`config.mk`:
```
export PLATFORM = sky130hd
export DESIGN_NAME = ipjs_ctrl
export DESIGN_NICKNAME = d
export VERILOG_FILES = /design/src/rtl/core/ipjs_pkg.sv /design/src/rtl/core/ipjs_ctrl.sv
export SDC_FILE = /design/constraint.sdc
export NUM_CORES = 1
export LEC_CHECK = 0
export ABC_AREA = 0
export BUFFER_PORTS_ARGS = -buffer_cell sky130_fd_sc_hd__buf_2
export CORE_AREA = 2 2 39 41
export DETAILED_ROUTE_END_ITERATION = 7
export DIE_AREA = 0 0 41 43
export HOLD_SLACK_MARGIN = 0.03
export SKIP_LAST_GASP = 1
export SYNTH_ARGS = -nofsm -noshare
export SYNTH_HDL_FRONTEND = slang
export SYNTH_SLANG_ARGS = --single-unit
```
`constraint.sdc`:
```
create_clock -name clk -period 1.3 [get_ports clk]
set_input_delay 0.195 -clock clk [delete_from_list [all_inputs] [get_ports clk]]
set_output_delay 0.195 -clock clk [all_outputs]
set_load 0.01 [all_outputs]
```
`src/rtl/core/ipjs_pkg.sv`:
```
// ipjs_pkg: shared types and constants for the IP range jump search lookup.
// No dependencies; compiled first.
`default_nettype none

package ipjs_pkg;

    // Field widths of the item and result channels
    localparam int OP_W     = 1;
    localparam int INDEX_W  = 16;
    localparam int ADDR_W   = 32;
    localparam int LOC_W    = 32;
    localparam int COUNT_W  = 17;

    // Item operation codes
    localparam logic [OP_W-1:0] OP_WRITE  = 1'b0;
    localparam logic [OP_W-1:0] OP_LOOKUP = 1'b1;

    // Jump steps of the second, third and fourth search levels
    localparam int STEP_LEVEL1 = 10000;
    localparam int STEP_LEVEL2 = 100;
    localparam int STEP_LEVEL3 = 1;

    localparam logic [1:0] LEVEL_FIRST = 2'd0;
    localparam logic [1:0] LEVEL_SECOND = 2'd1;
    localparam logic [1:0] LEVEL_THIRD = 2'd2;
    localparam logic [1:0] LEVEL_LAST  = 2'd3;

    typedef enum logic [2:0] {
        ST_IDLE,
        ST_CLAMP,
        ST_COMPARE,
        ST_FINAL_READ,
        ST_FINAL_CHECK,
        ST_DONE
    } state_t;

    // Status from the datapath to the sequencer
    typedef struct packed {
        logic lookup_fire;
        logic step_zero;
        logic high_hit;
        logic last_level;
        logic out_free;
    } status_t;

    // Controls from the sequencer to the datapath
    typedef struct packed {
        logic in_ready;
        logic step_take;
        logic set_miss;
        logic advance;
        logic level_up;
        logic rd_final;
        logic take_final;
        logic out_load;
    } ctrl_t;

endpackage

`default_nettype wire

```
`src/rtl/core/ipjs_ctrl.sv`:
```
// ipjs_ctrl: sequencer of the four-level jump search.
// Depends on ipjs_pkg (state_t, status_t, ctrl_t).
`default_nettype none

module ipjs_ctrl (
    input  wire logic              clk,
    input  wire logic              rst_n,
    input  wire ipjs_pkg::status_t sts,
    output ipjs_pkg::ctrl_t        ctl
);

    ipjs_pkg::state_t state_reg;
    ipjs_pkg::state_t state_next;

    always_ff @(posedge clk or negedge rst_n)
    begin
        if (!rst_n)
            state_reg <= ipjs_pkg::ST_IDLE;
        else
            state_reg <= state_next;
    end

    always_comb
    begin
        state_next = state_reg;
        unique case (state_reg)
            ipjs_pkg::ST_IDLE:
                if (sts.lookup_fire)
                    state_next = ipjs_pkg::ST_CLAMP;
            ipjs_pkg::ST_CLAMP:
                state_next = sts.step_zero ? ipjs_pkg::ST_DONE : ipjs_pkg::ST_COMPARE;
            ipjs_pkg::ST_COMPARE:
                if (sts.high_hit && sts.last_level)
                    state_next = ipjs_pkg::ST_FINAL_READ;
                else
                    state_next = ipjs_pkg::ST_CLAMP;
            ipjs_pkg::ST_FINAL_READ:
                state_next = ipjs_pkg::ST_FINAL_CHECK;
            ipjs_pkg::ST_FINAL_CHECK:
                state_next = ipjs_pkg::ST_DONE;
            ipjs_pkg::ST_DONE:
                if (sts.out_free)
                    state_next = ipjs_pkg::ST_IDLE;
            default:
                state_next = ipjs_pkg::ST_IDLE;
        endcase
    end

    always_comb
    begin
        ctl = '0;
        unique case (state_reg)
            ipjs_pkg::ST_IDLE:
                ctl.in_ready = 1'b1;
            ipjs_pkg::ST_CLAMP:
            begin
                ctl.step_take = !sts.step_zero;
                ctl.set_miss  = sts.step_zero;
            end
            ipjs_pkg::ST_COMPARE:
            begin
                ctl.advance  = !sts.high_hit;
                ctl.level_up = sts.high_hit && !sts.last_level;
            end
            ipjs_pkg::ST_FINAL_READ:
                ctl.rd_final = 1'b1;
            ipjs_pkg::ST_FINAL_CHECK:
                ctl.take_final = 1'b1;
            ipjs_pkg::ST_DONE:
                ctl.out_load = sts.out_free;
            default:
                ctl = '0;
        endcase
    end

endmodule

`default_nettype wire

```
==> out/results.ini <==
[logic_synthesis]
synth_top_family_by_area=simple AND/OR/NAND/NOR gates
synthMuxAreaShare_pct=0
syn_inst=28
synthXorXnorAreaFrac_pct=0
synth_adder_area_share_pct=0
syn_area_um2=231
yosys-top-cells-area=dfrtp_1 (32%), o21ai_0 (6.5%), nor3b_1 (6.5%), nor3b_2 (5.4%), nand2_1 (4.9%)
synthSimpleGateAreaFrac_pct=41.6
synth_top_area_share_pct=32.4
yosysWarnings=0
ys_seq_area_share_pct=32.4
synth_top_cell_by_area=dfrtp_1
synth_compound_area_share_pct=17.8
ys_seq_elements=3
syn_area_per_cell_um2=8.27
synth_nets=35
ys_types=18

[setup_path]
cpLargestDelayFamily=simple AND/OR/NAND/NOR gates
r2r_slack_ns=0.20
path_max_fanout=2
end_kind=primary output
max_stage_delay_ns=0.39
crit_chain=or3b_4 -> nor3b_2 -> buf_2
cp-startpoint=state_reg[2]
startpoint_type=flop
worstReg2RegEnd=state_reg[0]
crit_end=ctl[3]
r2r_cells=4
arrival_ns=1.30
critical_path_required_ns=1.11
crit_buf_inv=1
slowest_stage=dfrtp_1
cp_num_cells=3
r2r_start=state_reg[2]
crit_type=reg2out

[layout]
synthToLayoutAreaGrowth_pct=92.4
finish.utilization_pct=32.2
nets=59
diodes=0
drive_above_1_share_pct=60.8
mostFrequentLayoutCells=buf_2 (15), buf_4 (4)
largest_reg_flops=3
final_common_cell=buf_2
fill_cells=150

[detailed_routing]
finalWirelength_um=781
wl_per_cell_um=11.7
ant_nets=0
drtIter0Drc=2
dr.pass1.iters=2
via_count=298
viasPerCell=4.45
drc_errors=0

[die]
core_um2=1380
die_y_um=43
fp.dieW_um=41
initial_core_util_pct=16.7
num_rows=14
ios=15
die-area_um2=1760

[power_and_ir_drop]
peakVddDrop_v=0.000682
power_mw=0.968
pwr_density_cell_nw_per_um2=2170
power.leakage_nw=0.220

[cts]
cts.clk_slew.worst_paths_ns=0.04
clockBufferDepth=2
cts_made_buffers=3
htreeDepth=1
clk_latency_ns=0.23
cts_tree=built
clkSinkCount=3
cts_root_buffer=clkbuf_4

[timing]
skew_ns=0.000839
post-route-period-util_pct=115
tightest_slew_ns=0.229
timing.fmax_ghz=0.668
maxSlewHeadroom_pct=84.7
setup-tns-final_ns=-0.586
rsz0062_at_grt=true
layout_setup_ws_ns=-0.196
drv_slew=0
setup_violations=7
hold_viol=0
fin_crit_ns=1.50

[place]
dpl.hpwl_um=460
place_ws_ns=0.0270
finalWeightedCongestion=0.709
numPortBuffers=14

[global_routing]
overflow=0
grt_start_max_net_pins=13
grt_pass1_vias=293
antenna_found_initial=0
grt_pass1_wl_um=1200
track_usage_pct=10.2

[status]
status=finished, violations left
violations=setup timing

[worst_hold_path]
hold_class=in2reg

[job]
maxCapViolations=0

==> per-stage QoR <==
stage | hold slack [ns] | std cells | instance area (µm²)
floorplan | -0.101 | 28 | 231
finish | 0.205 | 67 | 445
global placement | -0.00549 | 58 | 329
global route | 0.236 | 67 | 445
detailed placement | -0.00800 | 58 | 329
CTS | 0.200 | 63 | 388
==> worst min-delay path by stage <==
stage	from	to	slack [ns]	cells past startpoint
after detailed placement	rst_n	state_reg[1]	-0.008	1
after global routing	sts[4]	state_reg[0]	0.24	3
after global placement	rst_n	state_reg[2]	-0.005	1
final	sts[4]	state_reg[0]	0.20	3
after CTS	sts[4]	state_reg[0]	0.20	3
after floorplan	rst_n	state_reg[0]	-0.10	0
==> tightest hold or removal path, cell delays in order <==
cell and delay [ns]:
buf_2 0.10, inv_1 0.04, a221oi_1 0.06
==> Yosys cell counts <==
cell type  n
a21oi_1    2
a221oi_1   1
and3b_1    1
buf_2      2
clkbuf_2   1
dfrtp_1    3
inv_1      1
nand2_1    3
nand4b_1   1
nor2_1     2
nor3_1     1
nor3b_1    2
nor3b_2    1
nor4b_1    1
nor4bb_1   1
o21a_1     1
o21ai_0    3
or3b_1     1
==> kinds of logic (layout without fill, tap and decap cells) <==
family          count (synthesis)  in the layout
flops                           3              3
simple gates                   14             14
buf+inv                         4             27
compound gates                  7              7
==> cell type report <==
class	count	area [µm²]	share of cell area [%]
tap	16	20.0	4.49
clock buffer	4	26.3	5.90
timing repair buffer	22	138	30.9
inverter	1	3.75	0.843
sequential	3	75.1	16.9
multi-input combinational	21	183	41.0
==> timing repair <==
action / 4_1_cts / 5_1_grt
setup buffers: 0 / 3
cloned: 0 / 1
endpoints found under the setup margin: 7 / 8
endpoints found under the hold margin: 3 / 0
hold buffers: 1 / 0
pin swaps: 1 / 2
gates resized for setup: 5 / 5
==> where the power goes <==
part	total, mW	switching, mW	internal, mW
Clock	0.166	0.0512	0.115
Combinational	0.631	0.311	0.320
Sequential	0.170	0.0326	0.138
Total	0.968	0.394	0.573
==> per-layer routing <==
metal	wire (µm)	vias to the layer above	global-route usage (%)
met5	0	-	0
met4	15	0	8.00
met3	30	2	1.57
met2	426	6	15.6
met1	308	142	11.7
li1	-	148	-
Note: power is estimated with default switching activity, not from simulation.
