File: src/rtl/core/ipjs_step_unit.sv
// ipjs_step_unit: shared add / clamp unit of the jump search.
// Gives from+step, the step clamped to the entries left, and the probe address.
`default_nettype none

module ipjs_step_unit #(
    parameter int W      = 21,
    parameter int ADDR_W = 16
) (
    input  wire logic [W-1:0]      from_pos,
    input  wire logic [W-1:0]      step,
    input  wire logic [W-1:0]      count,
    output logic      [W-1:0]      sum,
    output logic      [W-1:0]      step_clamped,
    output logic                   step_zero,
    output logic      [ADDR_W-1:0] probe_addr
);

    logic       clamp;
    logic [W-1:0] last_probe;

    always_comb
    begin
        sum          = from_pos + step;
        clamp        = (sum >= count);
        step_clamped = clamp ? (count - from_pos) : step;
        step_zero    = (step_clamped == '0);
        // last entry of the span; count-1 when clamped
        last_probe   = (clamp ? count : sum) - W'(1);
        probe_addr   = last_probe[ADDR_W-1:0];
    end

endmodule

`default_nettype wire

File: config.mk
export PLATFORM = sky130hd
export DESIGN_NAME = ipjs_step_unit
export DESIGN_NICKNAME = d
export VERILOG_FILES = /design/src/rtl/core/ipjs_step_unit.sv
export SDC_FILE = /design/constraint.sdc
export NUM_CORES = 1
export LEC_CHECK = 0
export ABC_CLOCK_PERIOD_IN_PS = 15850
export BUFFER_PORTS_ARGS = -buffer_cell sky130_fd_sc_hd__buf_2
export CORE_MARGIN = 1.5
export CORE_UTILIZATION = 45
export DETAILED_ROUTE_END_ITERATION = 16
export PLACE_DENSITY = 0.84
export SYNTH_ARGS = -nofsm -noshare
export SYNTH_HDL_FRONTEND = slang
export SYNTH_SLANG_ARGS = --single-unit
File: constraint.sdc
create_clock -name vclk -period 15.85
set_clock_uncertainty 0.05 [all_clocks]
set_input_delay 3.9625 -clock vclk [all_inputs]
set_output_delay 3.9625 -clock vclk [all_outputs]
set_load 0.1 [all_outputs]
==> qor.yml, run 1 <==
global_route:
  grt_max_degree: 29
  grt_usage_pct: 27.6
  grt_util_met1_pct: 34.9
  antenna_found_initial: 0
  grt.busiest_layer: "met2"
  grt_pass1_wl_mm: 17.3
  gr-total-overflow: 0
  grt_pass1_vias: 3745
  met3_usage_pct: 2.64
  grtUsageMet2_pct: 50.9
layout:
  n_fill_cell: 688
  register_area_um2: 0
  diodes: 0
  nClkBuffers: 0
  final_nets: 723
  syn_to_final_growth_pct: 24.2
  layout-drive-gt1-share_pct: 25.3
  seq_cells: 0
  multiInputGateArea_um2: 3070
clock_network:
  post_cts_buffers: 0
  cts_resized: 0
  holdBufCountCts: 0
detailed_routing:
  drt_wl_total_mm: 11.0
  drtPass1Iterations: 5
  drcViolationCount: 0
  routedWlPerCell_um: 15.9
  routed_via_density: 5.83
  vias: 4023
  drtIter0Drc: 218
  final_antenna_net_count: 0
timing:
  fin_setup_tns_ns: 0
  hold_viol: 0
  setup-violations-final: 0
  rsz0062_at_grt: "false"
  min_period_over_period_pct: 94.7
  drv_slew: 0
  postLayoutSetupSlackWorst_ns: 0.840
  worstMarginPinSlew_ns: 0.748
  period_minus_slack_ns: 15.01
  max_freq_ghz: 0.0666
  relSlewSlack_pct: 49.8
setup_path:
  startpoint: "from_pos[0]"
  cpMaxStageDelayCell: "nor3_1"
  critPathCaptureType: "output pin"
  critical_path_peak_fanout: 14
  worstSetupPathType: "in -> out"
  cp_slowest_stage_delay_ns: 0.66
  path_buf_inv: 2
  cp_top_family: "compound AO/OA/AOI/OAI gates"
  cp-start-kind: "primary input"
  critPathRequiredTime_ns: 11.84
  crit_arrival_ns: 11.00
  cp.depth: 27
synthesis:
  synth_top_family_by_area: "compound AO/OA/AOI/OAI gates"
  syn_avg_cell_area_um2: 6.75
  synth_area_um2: 3230
  synth_fa_ha_area_share_pct: 25.2
  muxShareOfSynthArea_pct: 1.55
  synth_compound_area_share_pct: 28.8
  yosysWarnings: 0
  synthXorXnorAreaFrac_pct: 14.1
  syn_inst: 479
  syn-num-nets: 606
  yosysSeqAreaShare_pct: 0
  synthSimpleGateAreaFrac_pct: 23.2
  synth_cell_types: 51
outcome:
  status: "finished, final reports clean"
power_and_ir_drop:
  p_sw_uw: 517
  intPower_uw: 125
  pwr-share-comb_pct: 100.0
  p_leak_nw: 2.06
  p_sw_share_pct: 80.6
  ir_worst_vdd_v: 0.000125
  seqPwrFrac_pct: 0
  cellPowerDensity_nw_per_um2: 160
  power_frac_clock_pct: 0
floorplanning:
  start_util_pct: 47.1
  die_y_um: 87.8
  rows: 30
  die_area_um2: 7710
  die_width_um: 87.8
  io_pins: 122
  core_um2: 6870
hold_path:
  hp-start: "count[0]"
  min_path_cells: 3
  hp-class: "in -> out"
placed_design:
  place_hpwl_mm: 9.59
  post-place-ws_ns: 0.918
  gp_congestion: 0.950
  port_buffers: 122
job:
  max_cap_viol_count: 0
[cell usage after synthesis (5+ instances only)]
cell type	n	area, um^2
o21ai_0	26	130
nor4_1	10	62.6
o21a_1	7	52.6
clkbuf_1	8	30.0
nand3_1	5	25.0
a21o_1	15	113
a21oi_1	52	260
mux2i_1	5	50.1
nor3_1	13	65.1
xnor2_1	38	333
a21boi_0	5	37.5
o211ai_1	6	45.0
nand2b_1	5	31.3
xor2_1	14	123
nor2_1	37	139
inv_1	49	184
nand2_1	47	176
nand4_1	8	50.1
ha_1	62	776
[power groups by stage]
| stage | Sequential (mW) | Combinational (mW) | Clock, mW |
|---|---|---|---|
| 4_1_cts | 0 | 0.639 | 0 |
| 3_3_place_gp | 0 | 0.631 | 0 |
| 2_1_floorplan | 0 | 0.532 | 0 |
| 5_1_grt | 0 | 0.671 | 0 |
| 6_report | 0 | 0.641 | 0 |
| 3_5_place_dp | 0 | 0.637 | 0 |
[worst paths after layout]
| path | endpoint | slack [ns] |
|---|---|---|
| worst max-delay path | probe_addr[12] | 0.84 |
| worst min-delay path | probe_addr[0] | 8.38 |
[stage by stage]
stage	cells	utilization [%]	hold WS [ns]	power, mW	cell area [um^2]
after CTS	690	58.5	8.38	0.639	4020
after global placement	690	58.5	8.38	0.631	4020
after floorplan	479	-	8.04	0.532	3290
after detailed placement	690	58.5	8.38	0.637	4020
final	690	58.5	8.38	0.641	4020
after global routing	690	58.5	8.39	0.671	4020
[layout make-up]
| cell class | count | area share [%] |
|---|---|---|
| tap | 96 | 2.99 |
| timing repair buffer | 127 | 16.1 |
| multi-input combinational | 418 | 76.3 |
| inverter | 49 | 4.58 |
[worst min-delay path: cells and delay by family]
family                 cells  cell delay, ns
AOI/OAI and AO/OA          1            0.07
buffers and inverters      2            0.44
[kinds of logic (layout without fill, tap and decap cells)]
kind of cell	count (synthesis)	in the layout
and+or+nand+nor	152	152
adders and majority gates	64	64
xor gates and xnor gates	52	52
buffers and inverters	61	176
AOI/OAI and AO/OA	145	145
muxes	5	5
[placed cells by master, fill, tap and decap left out, types with 3 or more instances in the layout]
cell	synthesis	final
a211oi_1	4	4
a21boi_0	5	4
a21o_1	15	15
a21oi_1	52	50
a221oi_1	4	4
a31oi_1	4	4
and3_1	3	3
buf_2	0	122
buf_4	0	5
ha_1	62	62
inv_1	49	49
mux2i_1	5	3
nand2_1	47	47
nand2b_1	5	5
nand3_1	5	5
nand4_1	8	8
nor2_1	37	37
nor3_1	13	13
nor3b_1	3	3
nor4_1	10	10
o211ai_1	6	6
o21a_1	7	7
o21ai_0	26	24
o21ai_1	2	4
o21bai_1	4	4
or2_2	4	4
or3_1	4	4
or4_1	3	3
xnor2_1	38	36
xor2_1	14	11
xor2_2	0	3
[per-layer routing]
layer	vias to the layer above	wire length, um
met4	0	212
met5	-	0
met2	214	5340
met1	1838	4450
met3	22	980
li1	1949	-
Note: power is estimated with default switching activity, not from simulation.
==> inputs of run 2 (changes only) <==
- ABC_CLOCK_PERIOD_IN_PS: 15850 -> 14800
- clock period: 15.85 -> 14.8 ns (I/O delays scaled with it)
==> qor.yml, run 2 (synthesized netlist as in run 1, its figures left out) <==
timing:
  max_freq_ghz: 0.0694
  min_period_over_period_pct: 97.4
  period_minus_slack_ns: 14.41
  holdWs_ns: 7.82  # -0.561 ns
  drv_slew: 0  # unchanged
  setup-violations-final: 0  # unchanged
  hold_viol: 0  # unchanged
  rsz0062_at_grt: "false"
  relSlewSlack_pct: 59.3  # +9.5 points
  worstMarginPinSlew_ns: 0.606  # -0.142 ns
global_route:
  grt_usage_pct: 27.6  # -0.056 points
  grt_pass1_wl_mm: 17.3  # unchanged
  grt_max_degree: 36  # +24%
  grt_pass1_vias: 3762  # +0.45%
  gr-total-overflow: 0  # unchanged
  antenna_found_initial: 0  # unchanged
power_and_ir_drop:
  ir_worst_vdd_v: 0.000119  # -4.4%
  p_leak_nw: 2.11  # +2.3%
  cellPowerDensity_nw_per_um2: 170  # +6.8%
floorplanning:
  core_um2: 6870  # unchanged
  die_width_um: 87.8  # unchanged
  start_util_pct: 47.1  # unchanged
  die_area_um2: 7710  # unchanged
  die_y_um: 87.8  # unchanged
  rows: 30  # unchanged
  io_pins: 122  # unchanged
setup_path:
  critical_path_peak_fanout: 21  # +7
  crit_arrival_ns: 10.66  # -0.34 ns
  cp-start-kind: "primary input"
  critPathCaptureType: "output pin"
  worstSetupPathType: "in -> out"
  critPathRequiredTime_ns: 11.05  # -0.79 ns
detailed_routing:
  drtPass1Iterations: 5  # unchanged
  drtIter0Drc: 145  # -33%
  routed_via_density: 5.82  # -0.26%
  drcViolationCount: 0  # unchanged
  drt_wl_total_mm: 11.0  # about the same
  routedWlPerCell_um: 16.0  # +0.37%
  vias: 4001  # -0.55%
  final_antenna_net_count: 0  # unchanged
layout:
  seq_cells: 0  # unchanged
  layout_commonest_cell: "buf_2"
  final_nets: 721  # -0.28%
  n_fill_cell: 676  # -1.7%
  layout-drive-gt1-share_pct: 26.4  # +1.1 points
  mostFrequentLayoutCells: "buf_2, ha_1, inv_1, a21oi_1, nand2_1"
  syn_to_final_growth_pct: 29.2
  register_area_um2: 0  # unchanged
  nClkBuffers: 0  # unchanged
  postLayoutCoreUtil_pct: 60.8  # +2.3 points
  diodes: 0  # unchanged
  multiInputGateArea_um2: 3150  # +2.8%
placed_design:
  place_hpwl_mm: 9.51  # -0.85%
  gp_congestion: 0.952  # +0.29%
  port_buffers: 122  # unchanged
job:
  max_cap_viol_count: 0  # unchanged
clock_network:
  holdBufCountCts: 0  # unchanged
hold_path:
  hp-class: "in -> out"
outcome:
  status: "finished, final reports clean"
## run 2: what timing repair did
item | CTS | global route
resized for setup | 0 | 1
endpoints found under the setup margin | 0 | 1
hold endpoints to repair | 0 | 0
setup buffers | 0 | 0
## run 2: layout make-up
cell class                      count  share of cell area [%]
Inverter                           49                    4.40
Multi-Input combinational cell    418                    75.4
Tap cell                           96                    2.88
Timing Repair Buffer              125                    17.3
## run 2: metrics by stage
step | setup slack (ns) | power (mW) | area [um^2] | TNS (ns) | cells
detailed placement | 0.569 | 0.707 | 4180 | 0 | 688
CTS | 0.538 | 0.709 | 4180 | 0 | 688
floorplan | -0.126 | 0.579 | 3380 | -0.290 | 479
global placement | 0.787 | 0.700 | 4180 | 0 | 688
global route | 0.0255 | 0.744 | 4180 | 0 | 688
finish | 0.388 | 0.712 | 4180 | 0 | 688
## run 2: metal layers
metal  vias up  GRT usage [%]  routed length, um
met5         -              0                  0
li1       1955              -                  -
met1      1856           34.9               4680
met3        18           2.36                793
met4         0           5.77                199
met2       172           50.6               5320
## run 2: worst max-delay path, stage by stage
cell and delay [ns]:
buf_2 0.12, ha_1 0.22, fa_1 0.43, a211oi_1 0.40, o211ai_1 0.18, a221oi_1 0.50
o21bai_1 0.12, a21oi_1 0.23, o21ai_0 0.16, or4_1 0.46, a31o_2 0.26, a21oi_1 0.33
xnor2_4 0.09, ha_1 0.30, nand3_1 0.12, nor4_1 0.43, o2111a_1 0.25, a21oi_1 0.12
nand2_1 0.40, buf_4 0.36, a21oi_2 0.09, or3_1 0.36, or4_1 0.49, nor4b_4 0.34
buf_12 0.21
## run 2: report_power, final
| part | total (mW) | internal, mW | leakage, nW | switching (mW) |
|---|---|---|---|---|
| clock | 0 | 0 | 0 | 0 |
| combinational | 0.712 | 0.151 | 2.11 | 0.561 |
| sequential | 0 | 0 | 0 | 0 |
| total | 0.712 | 0.151 | 2.11 | 0.561 |
## run 2: final timing paths
path	from	to	slack, ns	depth (start not counted)
hold / removal	step[18]	step_zero	7.82	5
setup / recovery	from_pos[0]	step_zero	0.39	25
